**src/hw/rtl/gafl_pkg.sv**
```systemverilog
// Shared types and constants for the gamepad action frame link.
package gafl_pkg;

	localparam int AXES_DEF       = 10;
	localparam int FULL_SCALE_DEF = 20000;
	localparam int MOUSE_MAX_RST  = 30;

	localparam logic [1:0] KIND_ACTION = 2'd0;
	localparam logic [1:0] KIND_GAME   = 2'd1;
	localparam logic [1:0] KIND_CALIB  = 2'd2;
	localparam logic [1:0] KIND_REPLY  = 2'd3;

	localparam logic [2:0] ST_PENDING  = 3'd0;
	localparam logic [2:0] ST_MATCHED  = 3'd1;
	localparam logic [2:0] ST_HEART    = 3'd2;
	localparam logic [2:0] ST_SKIPPED  = 3'd3;
	localparam logic [2:0] ST_BROKEN   = 3'd4;

	// operation class decided by the front end
	localparam logic [2:0] OP_PASS   = 3'd0;
	localparam logic [2:0] OP_BUTTON = 3'd1;
	localparam logic [2:0] OP_ABS    = 3'd2;
	localparam logic [2:0] OP_REL    = 3'd3;
	localparam logic [2:0] OP_GWR    = 3'd4;
	localparam logic [2:0] OP_CWR    = 3'd5;
	localparam logic [2:0] OP_REPLY  = 3'd6;

	// classified command handed from front to back
	typedef struct packed {
		logic [2:0]  op;
		logic [7:0]  act;
		logic        axis_ok;
		logic [3:0]  axis;
		logic [15:0] idx;
		logic [7:0]  vbyte;
		logic [14:0] entry;
		logic [7:0]  rx;
	} cmd_t;

endpackage

```
**src/hw/rtl/gafl_div.sv**
```systemverilog
// Restoring divider: signed 40-bit dividend by unsigned 10-bit divisor.
module gafl_div import gafl_pkg::*; (
	input  logic               clk,
	input  logic               arst_n,
	input  logic               start,
	input  logic signed [39:0] dividend,
	input  logic [9:0]         divisor,
	output logic               done,
	output logic signed [40:0] quotient
);
	logic [39:0] mag_q;
	logic [39:0] quo_q;
	logic [10:0] rem_q;
	logic [9:0]  dsr_q;
	logic        neg_q;
	logic        busy_q;
	logic [5:0]  cnt_q;
	logic [10:0] trial;
	logic [10:0] diff;

	assign trial = {rem_q[9:0], mag_q[39]};
	assign diff  = trial - {1'b0, dsr_q};

	always_ff @(posedge clk or negedge arst_n) begin
		if (!arst_n) begin
			busy_q <= 1'b0;
			cnt_q  <= '0;
			done   <= 1'b0;
		end else begin
			done <= 1'b0;
			if (start) begin
				busy_q <= 1'b1;
				cnt_q  <= 6'd0;
			end else if (busy_q) begin
				cnt_q <= cnt_q + 6'd1;
				if (cnt_q == 6'd39) begin
					busy_q <= 1'b0;
					done   <= 1'b1;
				end
			end
		end
	end

	always_ff @(posedge clk) begin
		if (start) begin
			neg_q <= dividend[39];
			mag_q <= dividend[39] ? 40'(-dividend) : 40'(dividend);
			dsr_q <= (divisor == 10'd0) ? 10'd1 : divisor;
			rem_q <= '0;
			quo_q <= '0;
		end else if (busy_q) begin
			mag_q <= {mag_q[38:0], 1'b0};
			if (!diff[10]) begin
				rem_q <= diff;
				quo_q <= {quo_q[38:0], 1'b1};
			end else begin
				rem_q <= trial;
				quo_q <= {quo_q[38:0], 1'b0};
			end
		end
	end

	assign quotient = neg_q ? -$signed({1'b0, quo_q}) : $signed({1'b0, quo_q});
endmodule

```
**src/hw/rtl/gafl_front.sv**
```systemverilog
// Front end: accepts items, classifies them, scales relative motion.
module gafl_front import gafl_pkg::*; #(
	parameter int AXES       = AXES_DEF,
	parameter int FULL_SCALE = FULL_SCALE_DEF
) (
	input  logic        clk,
	input  logic        arst_n,
	input  logic        valid,
	output logic        ready,
	input  logic [1:0]  kind,
	input  logic [7:0]  action_code,
	input  logic signed [31:0] action_value,
	input  logic [3:0]  table_axis,
	input  logic [14:0] table_index,
	input  logic [14:0] table_entry,
	input  logic [7:0]  rx_byte,
	input  logic [9:0]  mouse_max,
	output logic        q_push,
	output cmd_t        q_data,
	input  logic        q_full
);
	localparam int HALF = FULL_SCALE / 2;

	logic        div_busy_q;
	cmd_t        hold_q;
	logic        div_start;
	logic        div_done;
	logic signed [40:0] quo;
	logic signed [39:0] prod;
	cmd_t        cmd;
	logic        acc;
	logic signed [41:0] ridx;

	assign ready = !q_full && !div_busy_q;
	assign acc   = valid && ready;
	assign prod  = 40'(action_value) * 40'sd100;

	always_comb begin
		cmd        = '0;
		cmd.entry  = table_entry;
		cmd.rx     = rx_byte;
		cmd.act    = action_code;
		cmd.vbyte  = action_value[7:0];
		cmd.idx    = 16'(table_index);
		cmd.axis   = table_axis;
		cmd.axis_ok = (32'(table_axis) < AXES) && (32'(table_index) <= FULL_SCALE);
		unique case (kind)
			KIND_GAME:  cmd.op = OP_GWR;
			KIND_CALIB: cmd.op = OP_CWR;
			KIND_REPLY: cmd.op = OP_REPLY;
			default: begin
				if (action_code >= 8'd10 && action_code < 8'd50) begin
					cmd.op    = OP_BUTTON;
					cmd.act   = action_code + 8'd10;
					cmd.vbyte = {7'd0, action_value != 32'sd0};
				end else if (action_code >= 8'd50 && action_code < 8'd60) begin
					cmd.op   = OP_ABS;
					cmd.act  = action_code - 8'd50;
					cmd.axis = 4'(action_code - 8'd50);
					cmd.axis_ok = 32'(cmd.axis) < AXES;
					if (action_value > 32'(HALF))
						cmd.idx = 16'(FULL_SCALE);
					else if (action_value < -32'(HALF))
						cmd.idx = 16'd0;
					else
						cmd.idx = 16'(action_value + 32'(HALF));
				end else if (action_code >= 8'd100 && action_code < 8'd110) begin
					cmd.op   = OP_REL;
					cmd.act  = action_code - 8'd100;
					cmd.axis = 4'(action_code - 8'd100);
					cmd.axis_ok = 32'(cmd.axis) < AXES;
				end else begin
					cmd.op = OP_PASS;
				end
			end
		endcase
	end

	assign div_start = acc && cmd.op == OP_REL;

	gafl_div u_div (
		.clk(clk), .arst_n(arst_n), .start(div_start), .dividend(prod),
		.divisor(mouse_max), .done(div_done), .quotient(quo)
	);

	assign ridx = 42'(quo) + 42'sd0 + 42'(HALF);

	always_ff @(posedge clk or negedge arst_n) begin
		if (!arst_n)
			div_busy_q <= 1'b0;
		else if (div_start)
			div_busy_q <= 1'b1;
		else if (div_done)
			div_busy_q <= 1'b0;
	end

	always_ff @(posedge clk) begin
		if (div_start)
			hold_q <= cmd;
	end

	always_comb begin
		q_push = 1'b0;
		q_data = cmd;
		if (div_done) begin
			q_push = 1'b1;
			q_data = hold_q;
			if (ridx > 42'sd0 + 42'(FULL_SCALE))
				q_data.idx = 16'(FULL_SCALE);
			else if (ridx < 42'sd0)
				q_data.idx = 16'd0;
			else
				q_data.idx = 16'(ridx);
		end else if (acc && cmd.op != OP_REL) begin
			q_push = 1'b1;
		end
	end
endmodule

```
**config.mk**
```make
export PLATFORM = sky130hd
export DESIGN_NAME = gafl_front
export DESIGN_NICKNAME = d
export VERILOG_FILES = /design/src/hw/rtl/gafl_pkg.sv /design/src/hw/rtl/gafl_div.sv /design/src/hw/rtl/gafl_front.sv
export SDC_FILE = /design/constraint.sdc
export NUM_CORES = 1
export LEC_CHECK = 0
export BUFFER_PORTS_ARGS = -buffer_cell sky130_fd_sc_hd__buf_4
export CAP_MARGIN = 10
export CORE_MARGIN = 4
export CORE_UTILIZATION = 55
export CTS_CLUSTER_SIZE = 28
export DETAILED_ROUTE_END_ITERATION = 16
export PLACE_DENSITY = 0.75
export SLEW_MARGIN = 10
export SYNTH_ARGS = -nofsm -noshare
export SYNTH_HDL_FRONTEND = slang
export SYNTH_SLANG_ARGS = --single-unit
```
**constraint.sdc**
```tcl
create_clock -name clk -period 9 [get_ports clk]
set_input_delay 0 -clock clk [delete_from_list [all_inputs] [get_ports clk]]
set_output_delay 0 -clock clk [all_outputs]
set_load 0.01 [all_outputs]
```
==> results of run 1 <==
-- flip-flops by register name, summed over array words and instances, names as in the netlist --
name	count
hold_q	47
u_div.rem_q	10
u_div.cnt_q	6
div_busy_q	1
u_div.busy_q	1
u_div.mag_q	38
u_div.done	1
u_div.quo_q	40
u_div.dsr_q	10
u_div.neg_q	1
-- worst max path at each step --
stage | to | slack (ns) | cells past startpoint
floorplan | q_data[31] | 3.59 | 19
finish | q_data[35] | 1.80 | 16
global placement | q_data[35] | 2.58 | 16
CTS | q_data[35] | 1.87 | 16
global route | q_data[31] | 1.37 | 16
detailed placement | u_div.mag_q[38] | 2.34 | 21
-- worst reg2reg max path, delay by kind of cell, from the launching register on --
| family | cells | cell delay [ns] |
|---|---|---|
| AO/OA/AOI/OAI | 7 | 2.06 |
| adder cells (fa/ha/maj) | 2 | 0.41 |
| buffers and inverters | 1 | 0.10 |
| flip-flops | 1 | 0.43 |
| multiplexers | 1 | 0.42 |
| AND/OR/NAND/NOR | 2 | 0.38 |
-- cells by family after synthesis --
family                     share of synthesized area, %
AOI/OAI and AO/OA                                  17.9
xor gates and xnor gates                           7.54
adders and majority gates                          15.7
buffers and inverters                              6.61
DFF                                                26.0
muxes                                              7.50
and+or+nand+nor                                    18.7
-- area by class of cell --
| cell class | instances | area [sq um] |
|---|---|---|
| Tap cell | 378 | 473 |
| Clock inverter | 15 | 151 |
| Fill cell | 2376 | 9820 |
| Multi-Input combinational cell | 1418 | 10700 |
| Inverter | 167 | 629 |
| Timing Repair Buffer | 226 | 1830 |
| Clock buffer | 17 | 425 |
| Sequential cell | 155 | 4110 |
-- power by group --
group	total [W]	internal [W]	switching, W
registers	0.00135	0.00103	0.000315
clock network	0.000704	0.000367	0.000337
logic	0.00238	0.00102	0.00135
-- Yosys cell counts (29+ instances only) --
| cell | instances |
|---|---|
| nor2_1 | 170 |
| inv_1 | 164 |
| ha_1 | 149 |
| nand2_1 | 147 |
| o21ai_0 | 99 |
| edfxtp_1 | 96 |
| clkbuf_1 | 83 |
| xnor2_1 | 82 |
| a21oi_1 | 69 |
| mux2i_1 | 62 |
| xor2_1 | 54 |
| dfxtp_1 | 50 |
| mux2_2 | 50 |
| nor3_1 | 39 |
| fa_1 | 31 |
| nor4_1 | 29 |
-- layer usage --
| layer | vias up | GRT usage (%) |
|---|---|---|
| li1 | 6932 | - |
| met1 | 6783 | 35.2 |
| met2 | 453 | 46.7 |
| met3 | 83 | 4.39 |
| met4 | 0 | 9.18 |
| met5 | - | 0 |
-- through the flow --
step | cells | power (W) | util (%)
finish | 2376 | 0.00443 | 65.1
global route | 2376 | 0.00479 | 65.1
CTS | 2376 | 0.00442 | 65.1
detailed placement | 2291 | 0.00367 | 61.1
global placement | 2291 | 0.00360 | 61.1
floorplan | 1842 | 0.00311 | -
==> flow_summary.toml, run 1 <==
[cells_and_area]
area_growth_syn_to_layout_pct = 15.7
diodes = 0
final_common_cell = "buf_4"
layout_common_cells = "173 x buf_4, 170 x nor2_1, 164 x inv_1"
fin_area_sq_mm = 0.0183
drive_gt1_share_pct = 15.0
nets = 2263

[worst_setup_path]
regToRegStartpoint = "u_div.mag_q[39]"
path_cells = "buf_4, inv_1, nor2_1, xor2_1, ha_1, o2111ai_1, o32ai_1, o31ai_1, o21bai_1, nand4_2, or4b_1, a2bb2o_1, or4_1, or4_1, o22ai_2, buf_4"
path_delay_family = "simple AND/OR/NAND/NOR gates"
setup.worst_path.class = "register to output pin"
path_max_fanout = 47
start_kind = "register"
required_ns = 9.00
rr_worst_depth = 13
crit_start = "u_div.neg_q"
worstReg2RegEnd = "u_div.rem_q[0]"
reg2reg_setup_slack_ns = 5.12
path_buf_inv = 3
end_kind = "output pin"
max_stage_delay_ns = 0.89
cp_data_arrival_time_ns = 7.20
cp_slowest_cell = "or4_1"

[die]
rows = 61
design.die.area_sq_mm = 0.0315
coreArea_sq_mm = 0.0281
die_x_um = 177
ioPinCount = 163
die_y_um = 177
start_util_pct = 56.2

[cts]
cts_hold_buffers = 53
root_buffer = "clkbuf_16"
clk_path_buf_depth = 2
cts_setup_buffers = 0
htreeDepth = 4
cts_buffers = 17
cts.sinks = 155
tritoncts = "done"
insertion_delay_ns = 0.43
clk_pin_slew_ns = 0.07
cts.repair.resized = 0

[sta]
fmax_ghz = 0.139
finClkSkew_ns = 0.00796
period_share_pct = 80.0
hold_violations = 0
finalSetupTns_ns = 0
rsz0062_at_grt = "false"
min_period_ns = 7.20
relSlewSlack_pct = 24.7
hold_slack_ns = 0.0243
report.final.slew_viol_count = 0
fin_ws_ns = 1.80
setup_viol = 0
tightest_slew_ns = 1.12

[min_path]
holdPathStages = 3
min_from = "action_code[3]"
min_path_type = "input pin to register"
whs_endpoint = "hold_q[55]"

[place]
place_ws_ns = 2.34
place_hpwl_um = 32800
placedInstanceArea_sq_mm = 0.0172
gp_congestion = 0.938
io_buffers = 162

[logic_synthesis]
synth_cells = 1842
synth-main-ff-cell = "edfxtp_1"
syn-num-nets = 2120
syn_area_per_cell_sq_um = 8.57
synth-edff-count = 96
synth_top_area_share_pct = 18.3
synth_area_sq_mm = 0.0158
ys_seq_elements = 155
async_flop_share_pct = 5.81
yosys-top-cells-area = "edfxtp_1 18%, ha_1 12%, dfxtp_1 6.3%"
yosys_warnings = 0
synth_cell_types = 90
yosysSeqAreaShare_pct = 26.0
synth_top_area_cell = "edfxtp_1"

[routing]
avgViaCountPerCell = 6.00
drtPass1Iterations = 6
route.detailed.drc = 0
top_layer = "met4"
wl_met1_um = 18800
wl_per_cell_um = 18.3
drtIter0Drc = 1237
drt-total-wl_um = 43400
vias = 14300
ant_nets = 0
wl_met3_um = 2450
wl_met2_um = 20900

[global_routing]
grtUsageTotal_pct = 27.3
grt_overflow_total = 0
grt_max_degree = 84
grt_pass1_wl_um = 70100
grt_pass1_vias = 13700
antenna_found_initial = 0

[power_and_ir_drop]
powerDensity_mw_per_mm2 = 242
leakage_nw = 8.05
max-vdd-ir-drop_uv = 142

[run_status]
status = "complete, no violations"

[run]
maxCapViolCount = 0
No activity file was read; power rests on OpenSTA's default activity.
==> run 2: changes to the inputs <==
--- a/config.mk
+++ b/config.mk
@@ -5,6 +5,7 @@
 export SDC_FILE = /design/constraint.sdc
 export NUM_CORES = 1
 export LEC_CHECK = 0
+export ABC_AREA = 1
 export BUFFER_PORTS_ARGS = -buffer_cell sky130_fd_sc_hd__buf_4
 export CAP_MARGIN = 10
 export CORE_MARGIN = 4
==> constraint.sdc (replaced) <==
create_clock -name clk -period 7.1 [get_ports clk]
set_input_delay 0 -clock clk [delete_from_list [all_inputs] [get_ports clk]]
set_output_delay 0 -clock clk [all_outputs]
set_load 0.01 [all_outputs]
==> run 2 against run 1 <==
Register-to-register slack got worse by 1.4 ns. Largest cell class unchanged. Clock skew increased by 0.0039 ns. Clock power increased by 36%. Die area decreased by 2.1%. Worst hold slack got worse by 0.0055 ns.
==> flow_summary.toml, run 2 <==
[run_status]
status = "complete, no violations"

[worst_setup_path]
cp_slowest_cell = "nand2_1"
max_stage_delay_ns = 0.59
path_buf_inv = 7
regToRegStartpoint = "u_div.dsr_q[0]"
path_max_fanout = 24
required_ns = 7.28
start_kind = "input pin"
worstReg2RegEnd = "u_div.rem_q[3]"
setup.worst_path.class = "input pin to register"
reg2reg_setup_slack_ns = 3.69
end_kind = "register"
cp_data_arrival_time_ns = 5.50
rr_worst_depth = 16
path_delay_family = "adder cells"
critPathMostFrequentCell = "nand3_1"

[global_routing]
grt_overflow_total = 0
grt_pass1_vias = 14500
grt_max_degree = 65
grtUsageTotal_pct = 27.0
grt_pass1_wl_um = 69300
antenna_found_initial = 0

[sta]
min_period_ns = 5.32
setup_viol = 0
period_share_pct = 75.0
finClkSkew_ns = 0.0119
fin_ws_ns = 1.78
rsz0062_at_grt = "false"
tightest_slew_ns = 0.926
hold_violations = 0
hold_slack_ns = 0.0189
fmax_ghz = 0.188
report.final.slew_viol_count = 0
relSlewSlack_pct = 38.3
finalSetupTns_ns = 0

[place]
place_inst = 2736
gp_congestion = 0.971
place_hpwl_um = 33200
io_buffers = 162
place_ws_ns = 1.90

[logic_synthesis]
synth_cells = 2245
synth_cell_types = 60
synthMuxAreaShare_pct = 0
synth_area_sq_mm = 0.0154
yosys_warnings = 0
yosysSeqAreaShare_pct = 26.6
synth_top_area_cell = "edfxtp_1"
synth_compound_area_share_pct = 11.0
synth_xor_area_share_pct = 4.76
synth-edff-count = 96
yosys.area_share.simple_pct = 31.6
synth.most_common_cell = "nand2_1"
async_flop_share_pct = 5.81
yosys-top-cells-area = "edfxtp_1 19%, nand2_1 16%, ha_1 12%"
synthAdderAreaFrac_pct = 16.1
synthTopCellsByCount = "641 x nand2_1, 333 x inv_1, 189 x nor2_1"
syn-num-nets = 2523
ys_seq_elements = 155
synth_top_family_by_area = "simple AND/OR/NAND/NOR gates"
syn_area_per_cell_sq_um = 6.88
synth_top_area_share_pct = 18.7
synth-main-ff-cell = "edfxtp_1"

[cts]
cts.sinks = 155
cts.repair.resized = 0
insertion_delay_ns = 0.43
root_buffer = "clkbuf_16"
htreeDepth = 4
tritoncts = "done"
clk_path_buf_depth = 2
clk_pin_slew_ns = 0.08
cts_buffers = 17

[cells_and_area]
layout_common_cells = "639 x nand2_1, 331 x inv_1, 189 x nor2_1"
final_common_cell = "nand2_1"
area_growth_syn_to_layout_pct = 16.7
layoutNonFillerInstCount = 2812
nets = 2699
largest_reg_flops = 47
regMostFlops = "hold_q"
drive_gt1_share_pct = 11.7
reg_top3 = "hold_q x47, u_div.quo_q x40, u_div.mag_q x38"
diodes = 0

[die]
design.die.area_sq_mm = 0.0308
rows = 61
die_x_um = 176
die_y_um = 176
coreArea_sq_mm = 0.0277
ioPinCount = 163
start_util_pct = 55.7

[min_path]
min_from = "action_code[5]"
min_path_type = "input pin to register"
whs_endpoint = "hold_q[57]"
holdPathStages = 3

[routing]
drt-total-wl_um = 42700
wl_per_cell_um = 15.2
drtPass1Iterations = 8
ant_nets = 0
vias = 15400
route.detailed.drc = 0
avgViaCountPerCell = 5.46
drtIter0Drc = 1196

[power_and_ir_drop]
power.total_w = 0.00548
powerDensity_mw_per_mm2 = 304
leakage_nw = 9.07
max-vdd-ir-drop_uv = 182

[run]
maxCapViolCount = 0
## run 2: metrics by stage
step	instance area (sq um)	util (%)
2_1_floorplan	15400	-
4_1_cts	18000	65.0
3_5_place_dp	17000	61.2
6_report	18000	65.0
3_3_place_gp	17000	61.2
5_1_grt	18000	65.0
## run 2: layout make-up
class	count	area [sq um]
fill	2524	9680
inverter	346	1300
tap	378	473
clock inverter	15	186
timing repair buffer	215	1720
clock buffer	17	425
multi-input combinational	1686	9800
sequential	155	4110
## run 2: per-layer routing
layer  wire, um  vias up  global-route usage, %
met5          0        -                      0
met4       1170        0                   8.41
met1      17900     7092                   34.2
met2      21400      512                   48.6
met3       2230       96                   2.67
li1           -     7657                      -
## run 2: worst register-to-register path: cells and delay by family, from the launching register on
| family | cells | cell delay (ns) |
|---|---|---|
| buf+inv | 2 | 0.33 |
| flops | 1 | 0.38 |
| simple gates | 4 | 0.54 |
| compound gates | 8 | 1.34 |
| fa+ha+maj | 2 | 0.65 |
## run 2: repair_timing
action | CTS | global route
hold endpoints to repair | 50 | 0
setup buffers | 0 | 0
hold buffers | 44 | 0
## run 2: power by group
| group | total [W] | switching, W | internal [W] |
|---|---|---|---|
| combinational | 0.00303 | 0.00197 | 0.00106 |
| clock | 0.000958 | 0.000475 | 0.000482 |
| sequential | 0.00149 | 0.000187 | 0.00130 |
## run 2: worst max path at each step
stage / slack, ns / endpoint / depth (start not counted) / startpoint
6_report: 1.78 / u_div.mag_q[32] / 25 / action_value[1]
5_1_grt: 1.29 / u_div.mag_q[32] / 25 / action_value[1]
4_1_cts: 1.78 / u_div.mag_q[32] / 25 / action_value[1]
3_5_place_dp: 1.90 / u_div.mag_q[32] / 24 / action_value[2]
3_3_place_gp: 2.11 / u_div.mag_q[38] / 24 / action_value[2]
2_1_floorplan: 2.98 / u_div.mag_q[35] / 27 / action_value[2]
## run 2: cells by family (layout without fill, tap and decap cells)
logic type               after synthesis  after routing
AND/OR/NAND/NOR                     1131           1131
buffers and inverters                404            593
AO/OA/AOI/OAI                        292            292
adder cells (fa/ha/maj)              180            180
flip-flops                           155            155
XOR/XNOR                              83             83
