$ cat src/hw/rtl/gafl_pkg.sv
// Shared types and constants for the gamepad action frame link.
package gafl_pkg;

	localparam int AXES_DEF       = 10;
	localparam int FULL_SCALE_DEF = 20000;
	localparam int MOUSE_MAX_RST  = 30;

	localparam logic [1:0] KIND_ACTION = 2'd0;
	localparam logic [1:0] KIND_GAME   = 2'd1;
	localparam logic [1:0] KIND_CALIB  = 2'd2;
	localparam logic [1:0] KIND_REPLY  = 2'd3;

	localparam logic [2:0] ST_PENDING  = 3'd0;
	localparam logic [2:0] ST_MATCHED  = 3'd1;
	localparam logic [2:0] ST_HEART    = 3'd2;
	localparam logic [2:0] ST_SKIPPED  = 3'd3;
	localparam logic [2:0] ST_BROKEN   = 3'd4;

	// operation class decided by the front end
	localparam logic [2:0] OP_PASS   = 3'd0;
	localparam logic [2:0] OP_BUTTON = 3'd1;
	localparam logic [2:0] OP_ABS    = 3'd2;
	localparam logic [2:0] OP_REL    = 3'd3;
	localparam logic [2:0] OP_GWR    = 3'd4;
	localparam logic [2:0] OP_CWR    = 3'd5;
	localparam logic [2:0] OP_REPLY  = 3'd6;

	// classified command handed from front to back
	typedef struct packed {
		logic [2:0]  op;
		logic [7:0]  act;
		logic        axis_ok;
		logic [3:0]  axis;
		logic [15:0] idx;
		logic [7:0]  vbyte;
		logic [14:0] entry;
		logic [7:0]  rx;
	} cmd_t;

endpackage

$ cat src/hw/rtl/gafl_fifo.sv
// Small command queue between front and back end.
module gafl_fifo import gafl_pkg::*; (
	input  logic clk,
	input  logic arst_n,
	input  logic push,
	input  cmd_t wdata,
	output logic full,
	output logic empty,
	input  logic pop,
	output cmd_t rdata
);
	cmd_t        mem_q [4];
	logic [2:0]  wp_q, rp_q;

	assign full  = (wp_q[1:0] == rp_q[1:0]) && (wp_q[2] != rp_q[2]);
	assign empty = wp_q == rp_q;
	assign rdata = mem_q[rp_q[1:0]];

	always_ff @(posedge clk or negedge arst_n) begin
		if (!arst_n) begin
			wp_q <= '0;
			rp_q <= '0;
		end else begin
			if (push && !full) wp_q <= wp_q + 3'd1;
			if (pop && !empty) rp_q <= rp_q + 3'd1;
		end
	end

	always_ff @(posedge clk) begin
		if (push && !full)
			mem_q[wp_q[1:0]] <= wdata;
	end
endmodule

$ cat config.mk
export PLATFORM = sky130hd
export DESIGN_NAME = gafl_fifo
export DESIGN_NICKNAME = d
export VERILOG_FILES = /design/src/hw/rtl/gafl_pkg.sv /design/src/hw/rtl/gafl_fifo.sv
export SDC_FILE = /design/constraint.sdc
export NUM_CORES = 1
export LEC_CHECK = 0
export BUFFER_PORTS_ARGS = -buffer_cell sky130_fd_sc_hd__buf_2
export CAP_MARGIN = 30
export CORE_MARGIN = 4
export CORE_UTILIZATION = 60
export DETAILED_ROUTE_END_ITERATION = 8
export PLACE_DENSITY = 0.83
export SLEW_MARGIN = 20
export SYNTH_ARGS = -nofsm -noshare
export SYNTH_HDL_FRONTEND = slang
export SYNTH_SLANG_ARGS = --single-unit
$ cat constraint.sdc
create_clock -name clk -period 8.6 [get_ports clk]
set_input_delay 0.43 -clock clk [delete_from_list [all_inputs] [get_ports clk]]
set_output_delay 0.43 -clock clk [all_outputs]
set_load 0.02 [all_outputs]
==> impl_metrics.csv, run 1 <==
group,metric,value,unit
route,vias,4409,
worst_setup_path,critPathMaxStageDelay,880,ps
logic_synthesis,yosysUniqueCellTypes,24,
min_path,hp-start,"wdata[17]",
worst_setup_path,rrSetupSlack,5360,ps
timing,fmax,298,MHz
route,wirelength,18300,um
finish,syn_to_final_growth,19.6,%
timing,post-route-period-util,0.391,
worst_setup_path,timing.rr.start,"rp_q[1]$_DFFE_PN0P_",
timing,setup_tns,0,ps
worst_setup_path,cp_slowest_cell,"dfrtp_4",
floorplanning,die_x,134,um
floorplanning,fp-row-count,45,
timing,rsz0062_at_grt,"false",
worst_setup_path,critPathKind,"flop to primary output",
timing,hold_viol_final,0,
placement,dp_hpwl,10000,um
worst_setup_path,path_cells,"buf_4 -> mux4_2 -> buf_2",
worst_setup_path,cp_max_fo,34,
route,vias_per_cell,5.82,
worst_setup_path,r2r_end,"mem_q[3][44]$_DFFE_PP_",
logic_synthesis,syn-num-nets,450,
worst_setup_path,worst_setup_path_end_kind,"primary output",
clock_tree,cts_tree,"yes",
pwr,power.total,4270,uW
finish,multi_input_area,1750,um^2
placement,port_buffers,131,
logic_synthesis,synth_area,9550,um^2
global_routing,grt_pass1_wl,27800,um
timing,relSlewSlack,0.335,
route,avgRoutedWirePerCell,24.2,um
floorplanning,fp.dieH,134,um
floorplanning,start_util,0.621,
worst_setup_path,worstPathArrival,2930,ps
floorplanning,core_area,15400,um^2
run_status,status,"finished clean",
global_routing,grt_start_max_net_pins,70,
clock_tree,path_clk_slew,60,ps
clock_tree,cts_setup_buffers,0,
timing,skew,16.1,ps
global_routing,overflow,0,
logic_synthesis,synth_top_family_by_area,"multiplexers",
min_path,hold_depth,1,
logic_synthesis,yosysSeqAreaShare,0.808,
finish,layout-drive-gt1-share,0.449,
global_routing,grt_pass1_vias,4798,
min_path,hp-class,"input pin to flop",
clock_tree,cts_buffers,25,
clock_tree,cts_sinks,258,
clock_tree,cts.path.max_buffers,3,
route,dr.pass1.iters,5,
floorplanning,die-area,18000,um^2
clock_tree,cts-root-buf,"clkbuf_16",
pwr,p_per_area,374,nW/um^2
logic_synthesis,yosys.area_share.simple,0.00629,
worst_setup_path,cp.required,8170,ps
logic_synthesis,synth_xor_area_frac,0.00983,
run,cap_violations,0,
logic_synthesis,syn_avg_cell_area,25.3,um^2
route,antenna_left,0,
timing,tightest_slew,997,ps
worst_setup_path,crit_buf_inv,2,
logic_synthesis,synthMuxAreaShare,0.149,
route,drc,0,
clock_tree,htreeDepth,1,
worst_setup_path,reg2reg_depth,3,
timing,maxSlewViolCount,0,
timing,finalSetupViolations,0,
logic_synthesis,synthAdderAreaFrac,0.00655,
finish,antennaDiodeCount,0,
global_routing,grt_util_all_layers,0.206,
timing,worst_slack,5240,ps
placement,dpl_worst_slack,5430,ps
logic_synthesis,synth_compound_area_frac,0.00957,
logic_synthesis,yosysWarningCount,0,
worst_setup_path,start_kind,"flop",
timing,fin_hold_ws,121,ps
min_path,hold_end,"mem_q[2][17]$_DFFE_PP_",
worst_setup_path,crit_family,"flip-flops",
clock_tree,insertion_delay,520,ps
finish,fillCellCount,863,
pwr,ir_drop,0.256,mV
timing,post-route-min-period,3360,ps
pwr,p_leak,0.00391,uW
global_routing,antenna_found_initial,0,
placement,gp_congestion,0.778,
logic_synthesis,netlist_instances,378,
finish,final_nets,599,
floorplanning,ios,132,
route,drtIter0Drc,334,
logic_synthesis,ys_seq_elements,258,
finish,ff_latch_area,7720,um^2
cells in the final DEF, fill, tap and decap left out, drive strengths merged, types with 5 or more instances in the layout:
master,netlist,layout
buf,13,136
bufinv,0,6
clkbuf,2,32
clkinv,0,7
dfrtp,6,6
edfxtp,252,252
ha,5,5
inv,4,5
mux4,63,63
xnor2,5,5
what timing repair did:
action | 4_1_cts | 5_1_grt
gates resized for setup | 0 | 0
hold buffers | 1 | 0
hold endpoints to repair | 6 | 0
cells by family after synthesis:
group                      after synthesis
adders and majority gates                5
xor gates and xnor gates                 9
DFF                                    258
muxes                                   63
buffers and inverters                   19
and+or+nand+nor                         11
AOI/OAI and AO/OA                       13
cell usage after synthesis:
cell      number  area [um^2]
clkbuf_1       2         7.51
o31ai_1        4         30.0
inv_1          4         15.0
a31oi_1        1         6.26
and3_1         3         18.8
xnor2_1        5         43.8
a21oi_1        4         20.0
nand2b_1       2         12.5
nand3_1        2         10.0
buf_2          7         35.0
a211oi_1       2         15.0
xor2_2         2         32.5
dfrtp_1        6          150
nor3_1         1         5.00
and2_1         1         6.26
nor2_1         1         3.75
buf_4          6         45.0
a31oi_2        1         12.5
a21o_1         1         7.51
xor2_1         2         17.5
mux4_2        63         1420
edfxtp_1     252         7570
ha_1           5         62.6
nand2_1        1         3.75
area by class of cell:
cell class,instances,area share
clock buffers,32,0.0597
multi-input cells,101,0.153
clock inverters,14,0.0192
inverters,4,0.00131
repair buffers,137,0.0668
flip-flops and latches,258,0.677
well taps,211,0.0231
how the worst max path moves through the flow:
stage	start	to	slack, ps	depth (start not counted)
finish	rp_q[0]$_DFFE_PN0P_	rdata[1]	5240	3
global placement	rp_q[1]$_DFFE_PN0P_	mem_q[3][27]$_DFFE_PP_	5430	3
global route	rp_q[0]$_DFFE_PN0P_	rdata[7]	4990	3
CTS	rp_q[0]$_DFFE_PN0P_	rdata[7]	5140	3
floorplan	wp_q[0]$_DFFE_PN0P_	mem_q[3][0]$_DFFE_PP_	5400	2
detailed placement	rp_q[1]$_DFFE_PN0P_	mem_q[3][31]$_DFFE_PP_	5430	3
per-stage QoR:
step                       util  instance area (um^2)  cells
final                     0.743                 11400    757
after global routing      0.743                 11400    757
after CTS                 0.737                 11300    754
after detailed placement  0.678                 10400    707
after global placement    0.678                 10400    707
after floorplan               -                  9550    378
where the power goes:
group | total [uW] | internal, uW | switching, uW | leakage [uW]
Sequential | 1850 | 1670 | 173 | 0.00238
Combinational | 1230 | 524 | 711 | 0.00109
Clock | 1190 | 739 | 447 | 0.000442
Total | 4270 | 2940 | 1330 | 0.00391
per-layer routing:
| layer | vias to the layer above | share of wire | GRT usage |
|---|---|---|---|
| li1 | 1913 | - | - |
| met1 | 2271 | 0.39 | 0.282 |
| met2 | 186 | 0.53 | 0.350 |
| met3 | 39 | 0.061 | 0.0353 |
| met4 | 0 | 0.026 | 0.0622 |
| met5 | - | 0 | 0 |
state kept, by name, summed over array words and instances (netlist names):
signal,cells
wp_q,3
rp_q,3
mem_q,252
No activity file was read; power rests on OpenSTA's default activity.
==> run 2: changes to the inputs <==
--- a/config.mk
+++ b/config.mk
@@ -8,9 +8,9 @@
 export BUFFER_PORTS_ARGS = -buffer_cell sky130_fd_sc_hd__buf_2
 export CAP_MARGIN = 30
 export CORE_MARGIN = 4
-export CORE_UTILIZATION = 60
+export CORE_UTILIZATION = 57
 export DETAILED_ROUTE_END_ITERATION = 8
-export PLACE_DENSITY = 0.83
+export PLACE_DENSITY = 0.79
 export SLEW_MARGIN = 20
 export SYNTH_ARGS = -nofsm -noshare
 export SYNTH_HDL_FRONTEND = slang
==> constraint.sdc (replaced) <==
create_clock -name clk -period 3.1 [get_ports clk]
set_input_delay 0.155 -clock clk [delete_from_list [all_inputs] [get_ports clk]]
set_output_delay 0.155 -clock clk [all_outputs]
set_load 0.02 [all_outputs]
==> run 2 against run 1 <==
Compared with the run above: global-route usage down 1.8 points; register-to-register slack worse by 4700 ps; final cell count is 9.9% higher; count of clock-buffer cells in the layout is 3 higher; clock power is 140% higher; via count increased by 5.2%; hold slack improved by 260 ps; setup slack got worse by 4600 ps; core utilization fell by 1.6 points; sequential share of layout area decreased by 3.3 points; non-clock buffer count up 69; critical path depth grew 1.
==> impl_metrics.csv, run 2 (synthesized netlist as in run 1, its figures left out) <==
group,metric,value,unit
worst_setup_path,start_kind,"flop",
clock_tree,path_clk_slew,60,ps
route,vias_per_cell,5.58,
route,antenna_left,0,
worst_setup_path,path_cells,"xnor2_1 -> nand3_1 -> inv_1 -> buf_2",
finish,largest_reg_flops,252,
finish,final_cells,832,
finish,antennaDiodeCount,0,
worst_setup_path,worst_setup_path_end_kind,"primary output",
clock_tree,cts_buffers,25,
global_routing,antenna_found_initial,0,
timing,rsz0062_at_grt,"false",
route,dr.pass1.iters,4,
clock_tree,cts_tree,"yes",
route,vias,4640,
clock_tree,cts_sinks,258,
global_routing,grt_pass1_wl,26800,um
floorplanning,core_area,16500,um^2
finish,layout-drive-gt1-share,0.400,
worst_setup_path,cp.required,2940,ps
timing,setup_tns,0,ps
worst_setup_path,worstPathArrival,2290,ps
min_path,hp-class,"input pin to flop",
global_routing,grt_start_max_net_pins,69,
worst_setup_path,cp_max_fo,6,
placement,dp_cells,718,
floorplanning,ios,132,
timing,skew,25.7,ps
floorplanning,fp.dieH,137,um
worst_setup_path,cp_slowest_cell,"xnor2_1",
clock_tree,cts_setup_buffers,0,
finish,final_cell_mix,"edfxtp_1 (252), buf_2 (131), dlygate4sd3_1 (67)",
finish,final_nets,668,
worst_setup_path,critPathKind,"flop to primary output",
finish,syn_to_final_growth,25.8,%
run,cap_violations,0,
finish,final_common_cell,"edfxtp_1",
clock_tree,cts_hold_buf,67,
clock_tree,insertion_delay,510,ps
route,avgRoutedWirePerCell,20.9,um
floorplanning,start_util,0.578,
run_status,status,"finished clean",
floorplanning,die-area,18900,um^2
clock_tree,cts-root-buf,"clkbuf_16",
route,drtIter0Drc,224,
worst_setup_path,crit_family,"XOR/XNOR gates",
placement,port_buffers,131,
timing,post-route-min-period,2440,ps
placement,gp_congestion,0.796,
clock_tree,htreeDepth,1,
pwr,p_leak,0.00414,uW
floorplanning,fp-row-count,47,
placement,dpl_worst_slack,756,ps
timing,post-route-period-util,0.789,
route,wirelength,17400,um
floorplanning,die_x,137,um
worst_setup_path,crit_buf_inv,2,
timing,hold_viol_final,0,
clock_tree,cts.path.max_buffers,3,
worst_setup_path,critPathMaxStageDelay,590,ps
global_routing,grt_pass1_vias,4930,
placement,dp_hpwl,9460,um
global_routing,overflow,0,
timing,fmax,409,MHz
pwr,ir_drop,0.660,mV
timing,relSlewSlack,0.513,
timing,tightest_slew,731,ps
timing,finalSetupViolations,0,
timing,worst_slack,655,ps
global_routing,grt_util_all_layers,0.188,
clock_tree,ctsResizeCount,0,
route,drc,0,
timing,maxSlewViolCount,0,
pwr,p_per_area,952,nW/um^2
-- run 2: changes by cell type in the layout (fill, tap and decap cells not counted), moves of 2 or more --
cell	before	now
dlygate4sd3_1	1	67
bufinv_16	6	1
buf_12	0	4
clkbuf_1	4	6
clkinv_1	4	2
-- run 2: path summary, 6_finish.rpt --
kind / startpoint / end / slack [ps] / cells after the start
hold / removal: wdata[5] / mem_q[2][5]$_DFFE_PP_ / 380 / 2
max in group asynchronous: arst_n / rp_q[0]$_DFFE_PN0P_ / 2270 / 3
hold reg to reg: wp_q[2]$_DFFE_PN0P_ / wp_q[2]$_DFFE_PN0P_ / 600 / 1
setup reg to reg: wp_q[0]$_DFFE_PN0P_ / mem_q[0][25]$_DFFE_PP_ / 700 / 4
setup / recovery: wp_q[0]$_DFFE_PN0P_ / full / 660 / 4
min in group asynchronous: arst_n / wp_q[1]$_DFFE_PN0P_ / 570 / 3
-- run 2: worst register-to-register path: stages, from the launching register on --
cell and delay (ps):
dfrtp_1 490, xnor2_1 590, nand3_1 330, and3_4 440
buf_12 260
-- run 2: layer usage --
metal / global-route usage / vias to the layer above / part of all wire
met5: 0 / - / 0
met4: 0.0482 / 0 / 0.022
met3: 0.0358 / 32 / 0.059
met2: 0.320 / 161 / 0.51
met1: 0.256 / 2392 / 0.41
li1: - / 2055 / -
-- run 2: through the flow --
stage	util	hold slack, ps	instance area (um^2)	power [uW]
after CTS	0.721	369	11900	11500
after global placement	0.634	-13.5	10500	8500
after floorplan	-	-141	9560	7490
final	0.727	383	12000	11400
after detailed placement	0.634	-10.0	10500	8590
after global routing	0.727	395	12000	12000
-- run 2: where the power goes --
group | total (uW) | switching, uW | internal (uW)
logic | 3780 | 2240 | 1540
registers | 4840 | 196 | 4640
clock network | 2810 | 1160 | 1650
-- run 2: layout make-up --
class                   instances  area, um^2
inverters                       4        15.0
multi-input cells             101        1750
well taps                     220         275
clock buffers                  35         703
clock inverters                 8        65.1
fillers                       949        4510
repair buffers                206        1480
flip-flops and latches        258        7720
==> run 3: changes to the inputs <==
--- a/config.mk
+++ b/config.mk
@@ -8,9 +8,9 @@
 export BUFFER_PORTS_ARGS = -buffer_cell sky130_fd_sc_hd__buf_2
 export CAP_MARGIN = 30
 export CORE_MARGIN = 4
-export CORE_UTILIZATION = 57
+export CORE_UTILIZATION = 51
 export DETAILED_ROUTE_END_ITERATION = 8
-export PLACE_DENSITY = 0.79
+export PLACE_DENSITY = 0.75
 export SLEW_MARGIN = 20
 export SYNTH_ARGS = -nofsm -noshare
 export SYNTH_HDL_FRONTEND = slang
==> constraint.sdc (replaced) <==
create_clock -name clk -period 2 [get_ports clk]
set_input_delay 0.1 -clock clk [delete_from_list [all_inputs] [get_ports clk]]
set_output_delay 0.1 -clock clk [all_outputs]
set_load 0.02 [all_outputs]
==> run 3 against run 2 <==
Compared with the run above: final cell count is 4.0% higher; highest routed layer unchanged; combinational power rose by 110%; the flow now finishes with violations (negative setup slack); clock skew down 19 ps; register-to-register slack worse by 570 ps.
==> impl_metrics.csv, run 3 (synthesized netlist as in run 1, its figures left out) <==
group,metric,value,unit
run_status,status,"complete, but fails checks",
run_status,violations,"negative setup slack",
finish,largest_reg_flops,252,
pwr,p_per_area,1570,nW/um^2
route,drtIter0Drc,202,
pwr,p_leak,0.00448,uW
timing,rsz0062_at_grt,"true",
timing,maxSlewViolCount,0,
global_routing,grt_pass1_wl,30300,um
floorplanning,start_util,0.524,
floorplanning,die_x,145,um
floorplanning,fp-row-count,49,
timing,post-route-period-util,1.04,
timing,tightest_slew,336,ps
run,cap_violations,0,
worst_setup_path,timing.rr.start,"rp_q[1]$_DFFE_PN0P_",
worst_setup_path,critPathLaunch,"rp_q[0]$_DFFE_PN0P_",
timing,post-route-min-period,2080,ps
clock_tree,cts_buffers,26,
timing,hold_viol_final,0,
timing,finalSetupViolations,63,
timing,setup_tns,-3100,ps
route,drc,0,
finish,syn_to_final_growth,34.7,%
global_routing,grt_start_max_net_pins,37,
finish,final_common_cell,"edfxtp_1",
route,vias_per_cell,5.46,
clock_tree,insertion_delay,510,ps
clock_tree,cts-root-buf,"clkbuf_16",
placement,dp_hpwl,10300,um
worst_setup_path,path_cells,"buf_4 -> clkbuf_16 -> mux4_2 -> buf_2",
floorplanning,core_area,18200,um^2
worst_setup_path,critPathKind,"flop to primary output",
route,avgRoutedWirePerCell,23.1,um
timing,fin_hold_ws,342,ps
route,antenna_left,0,
worst_setup_path,worst_setup_path_end_kind,"primary output",
global_routing,overflow,0,
clock_tree,path_clk_slew,60,ps
pwr,power.total,20100,uW
timing,relSlewSlack,0.775,
clock_tree,htreeDepth,1,
worst_setup_path,cp_slowest_cell,"mux4_2",
worst_setup_path,crit_buf_inv,3,
min_path,hp-start,"wdata[6]",
timing,skew,6.47,ps
floorplanning,fp.dieH,145,um
placement,gp_congestion,0.738,
pwr,ir_drop,0.906,mV
min_path,hp-class,"input pin to flop",
pwr,combPwrFrac,0.386,
floorplanning,die-area,21000,um^2
global_routing,antenna_found_initial,0,
worst_setup_path,crit_family,"buffers and inverters",
placement,port_buffers,131,
floorplanning,ios,132,
pwr,p_seq_frac,0.376,
timing,fmax,481,MHz
pwr,p_int,13900,uW
finish,final_cell_mix,"edfxtp_1 (252), buf_2 (97), dlygate4sd3_1 (67)",
finish,fillCellCount,1054,
route,dr.pass1.iters,4,
worst_setup_path,start_kind,"flop",
clock_tree,cts_sinks,258,
worst_setup_path,critPathMaxStageDelay,500,ps
route,vias,4724,
finish,final_nets,690,
finish,layout-drive-gt1-share,0.431,
clock_tree,cts_tree,"yes",
placement,dpl_worst_slack,216,ps
route,wirelength,20000,um
pwr,p_clk_frac,0.238,
global_routing,grt_pass1_vias,5258,
worst_setup_path,cp.required,1900,ps
finish,antennaDiodeCount,0,
worst_setup_path,worstPathArrival,1980,ps
pwr,sw_frac_of_total,0.308,
global_routing,grt_util_all_layers,0.193,
worst_setup_path,cp_max_fo,8,
pwr,power_switching,6210,uW
clock_tree,cts.path.max_buffers,3,
timing,worst_slack,-80.2,ps
-- run 3: cell count changes in the layout (fill, tap and decap cells not counted), sizes merged --
cell,previous run,this run
clkbuf,35,39
buf,139,156
bufbuf,0,1
bufinv,1,3
-- run 3: final timing paths --
kind                                                to  slack [ps]  cells past startpoint
worst max-delay path                         rdata[57]         -80                      4
worst min-delay path             mem_q[1][6]$_DFFE_PP_         340                      2
worst max register to register  mem_q[1][26]$_DFFE_PP_         130                      5
worst min register to register     wp_q[0]$_DFFE_PN0P_         630                      1
max in group asynchronous          rp_q[1]$_DFFE_PN0P_        1150                      3
min in group asynchronous          rp_q[0]$_DFFE_PN0P_         570                      3
-- run 3: layout make-up --
class / instances / area (um^2) / share of cell area
tap: 229 / 287 / 0.0223
clock buffer: 36 / 729 / 0.0567
inverter: 4 / 15.0 / 0.00117
timing repair buffer: 227 / 2140 / 0.166
multi-input combinational: 101 / 1840 / 0.143
sequential: 258 / 7730 / 0.601
clock inverter: 10 / 124 / 0.00963
-- run 3: metal layers --
layer | GRT usage | share of wire | vias to the layer above | routed length, um
met2 | 0.334 | 0.53 | 165 | 10500
met4 | 0.0545 | 0.027 | 0 | 546
li1 | - | - | 2104 | -
met1 | 0.254 | 0.39 | 2418 | 7820
met5 | 0 | 0 | - | 0
met3 | 0.0361 | 0.056 | 37 | 1120
-- run 3: repair_timing --
action                                 CTS  global route
setup endpoints to repair               64            65
cloned                                   7             3
endpoints found under the hold margin  263             0
hold buffers                            67             0
resized for setup                       78             7
pin swaps                                1             0
buffers inserted                         5             1
-- run 3: per-stage QoR --
stage | util | cell area [um^2] | std cells
finish | 0.706 | 12900 | 865
global route | 0.706 | 12900 | 865
CTS | 0.699 | 12700 | 861
detailed placement | 0.587 | 10700 | 736
global placement | 0.587 | 10700 | 736
floorplan | - | 9610 | 378
-- run 3: power groups by stage --
stage | sequential (uW) | clock [uW] | combinational [uW]
after CTS | 7570 | 4860 | 7530
after global placement | 7570 | 0 | 5950
after global routing | 7670 | 5150 | 8290
final | 7580 | 4790 | 7770
after detailed placement | 7660 | 0 | 6020
after floorplan | 7520 | 0 | 4130
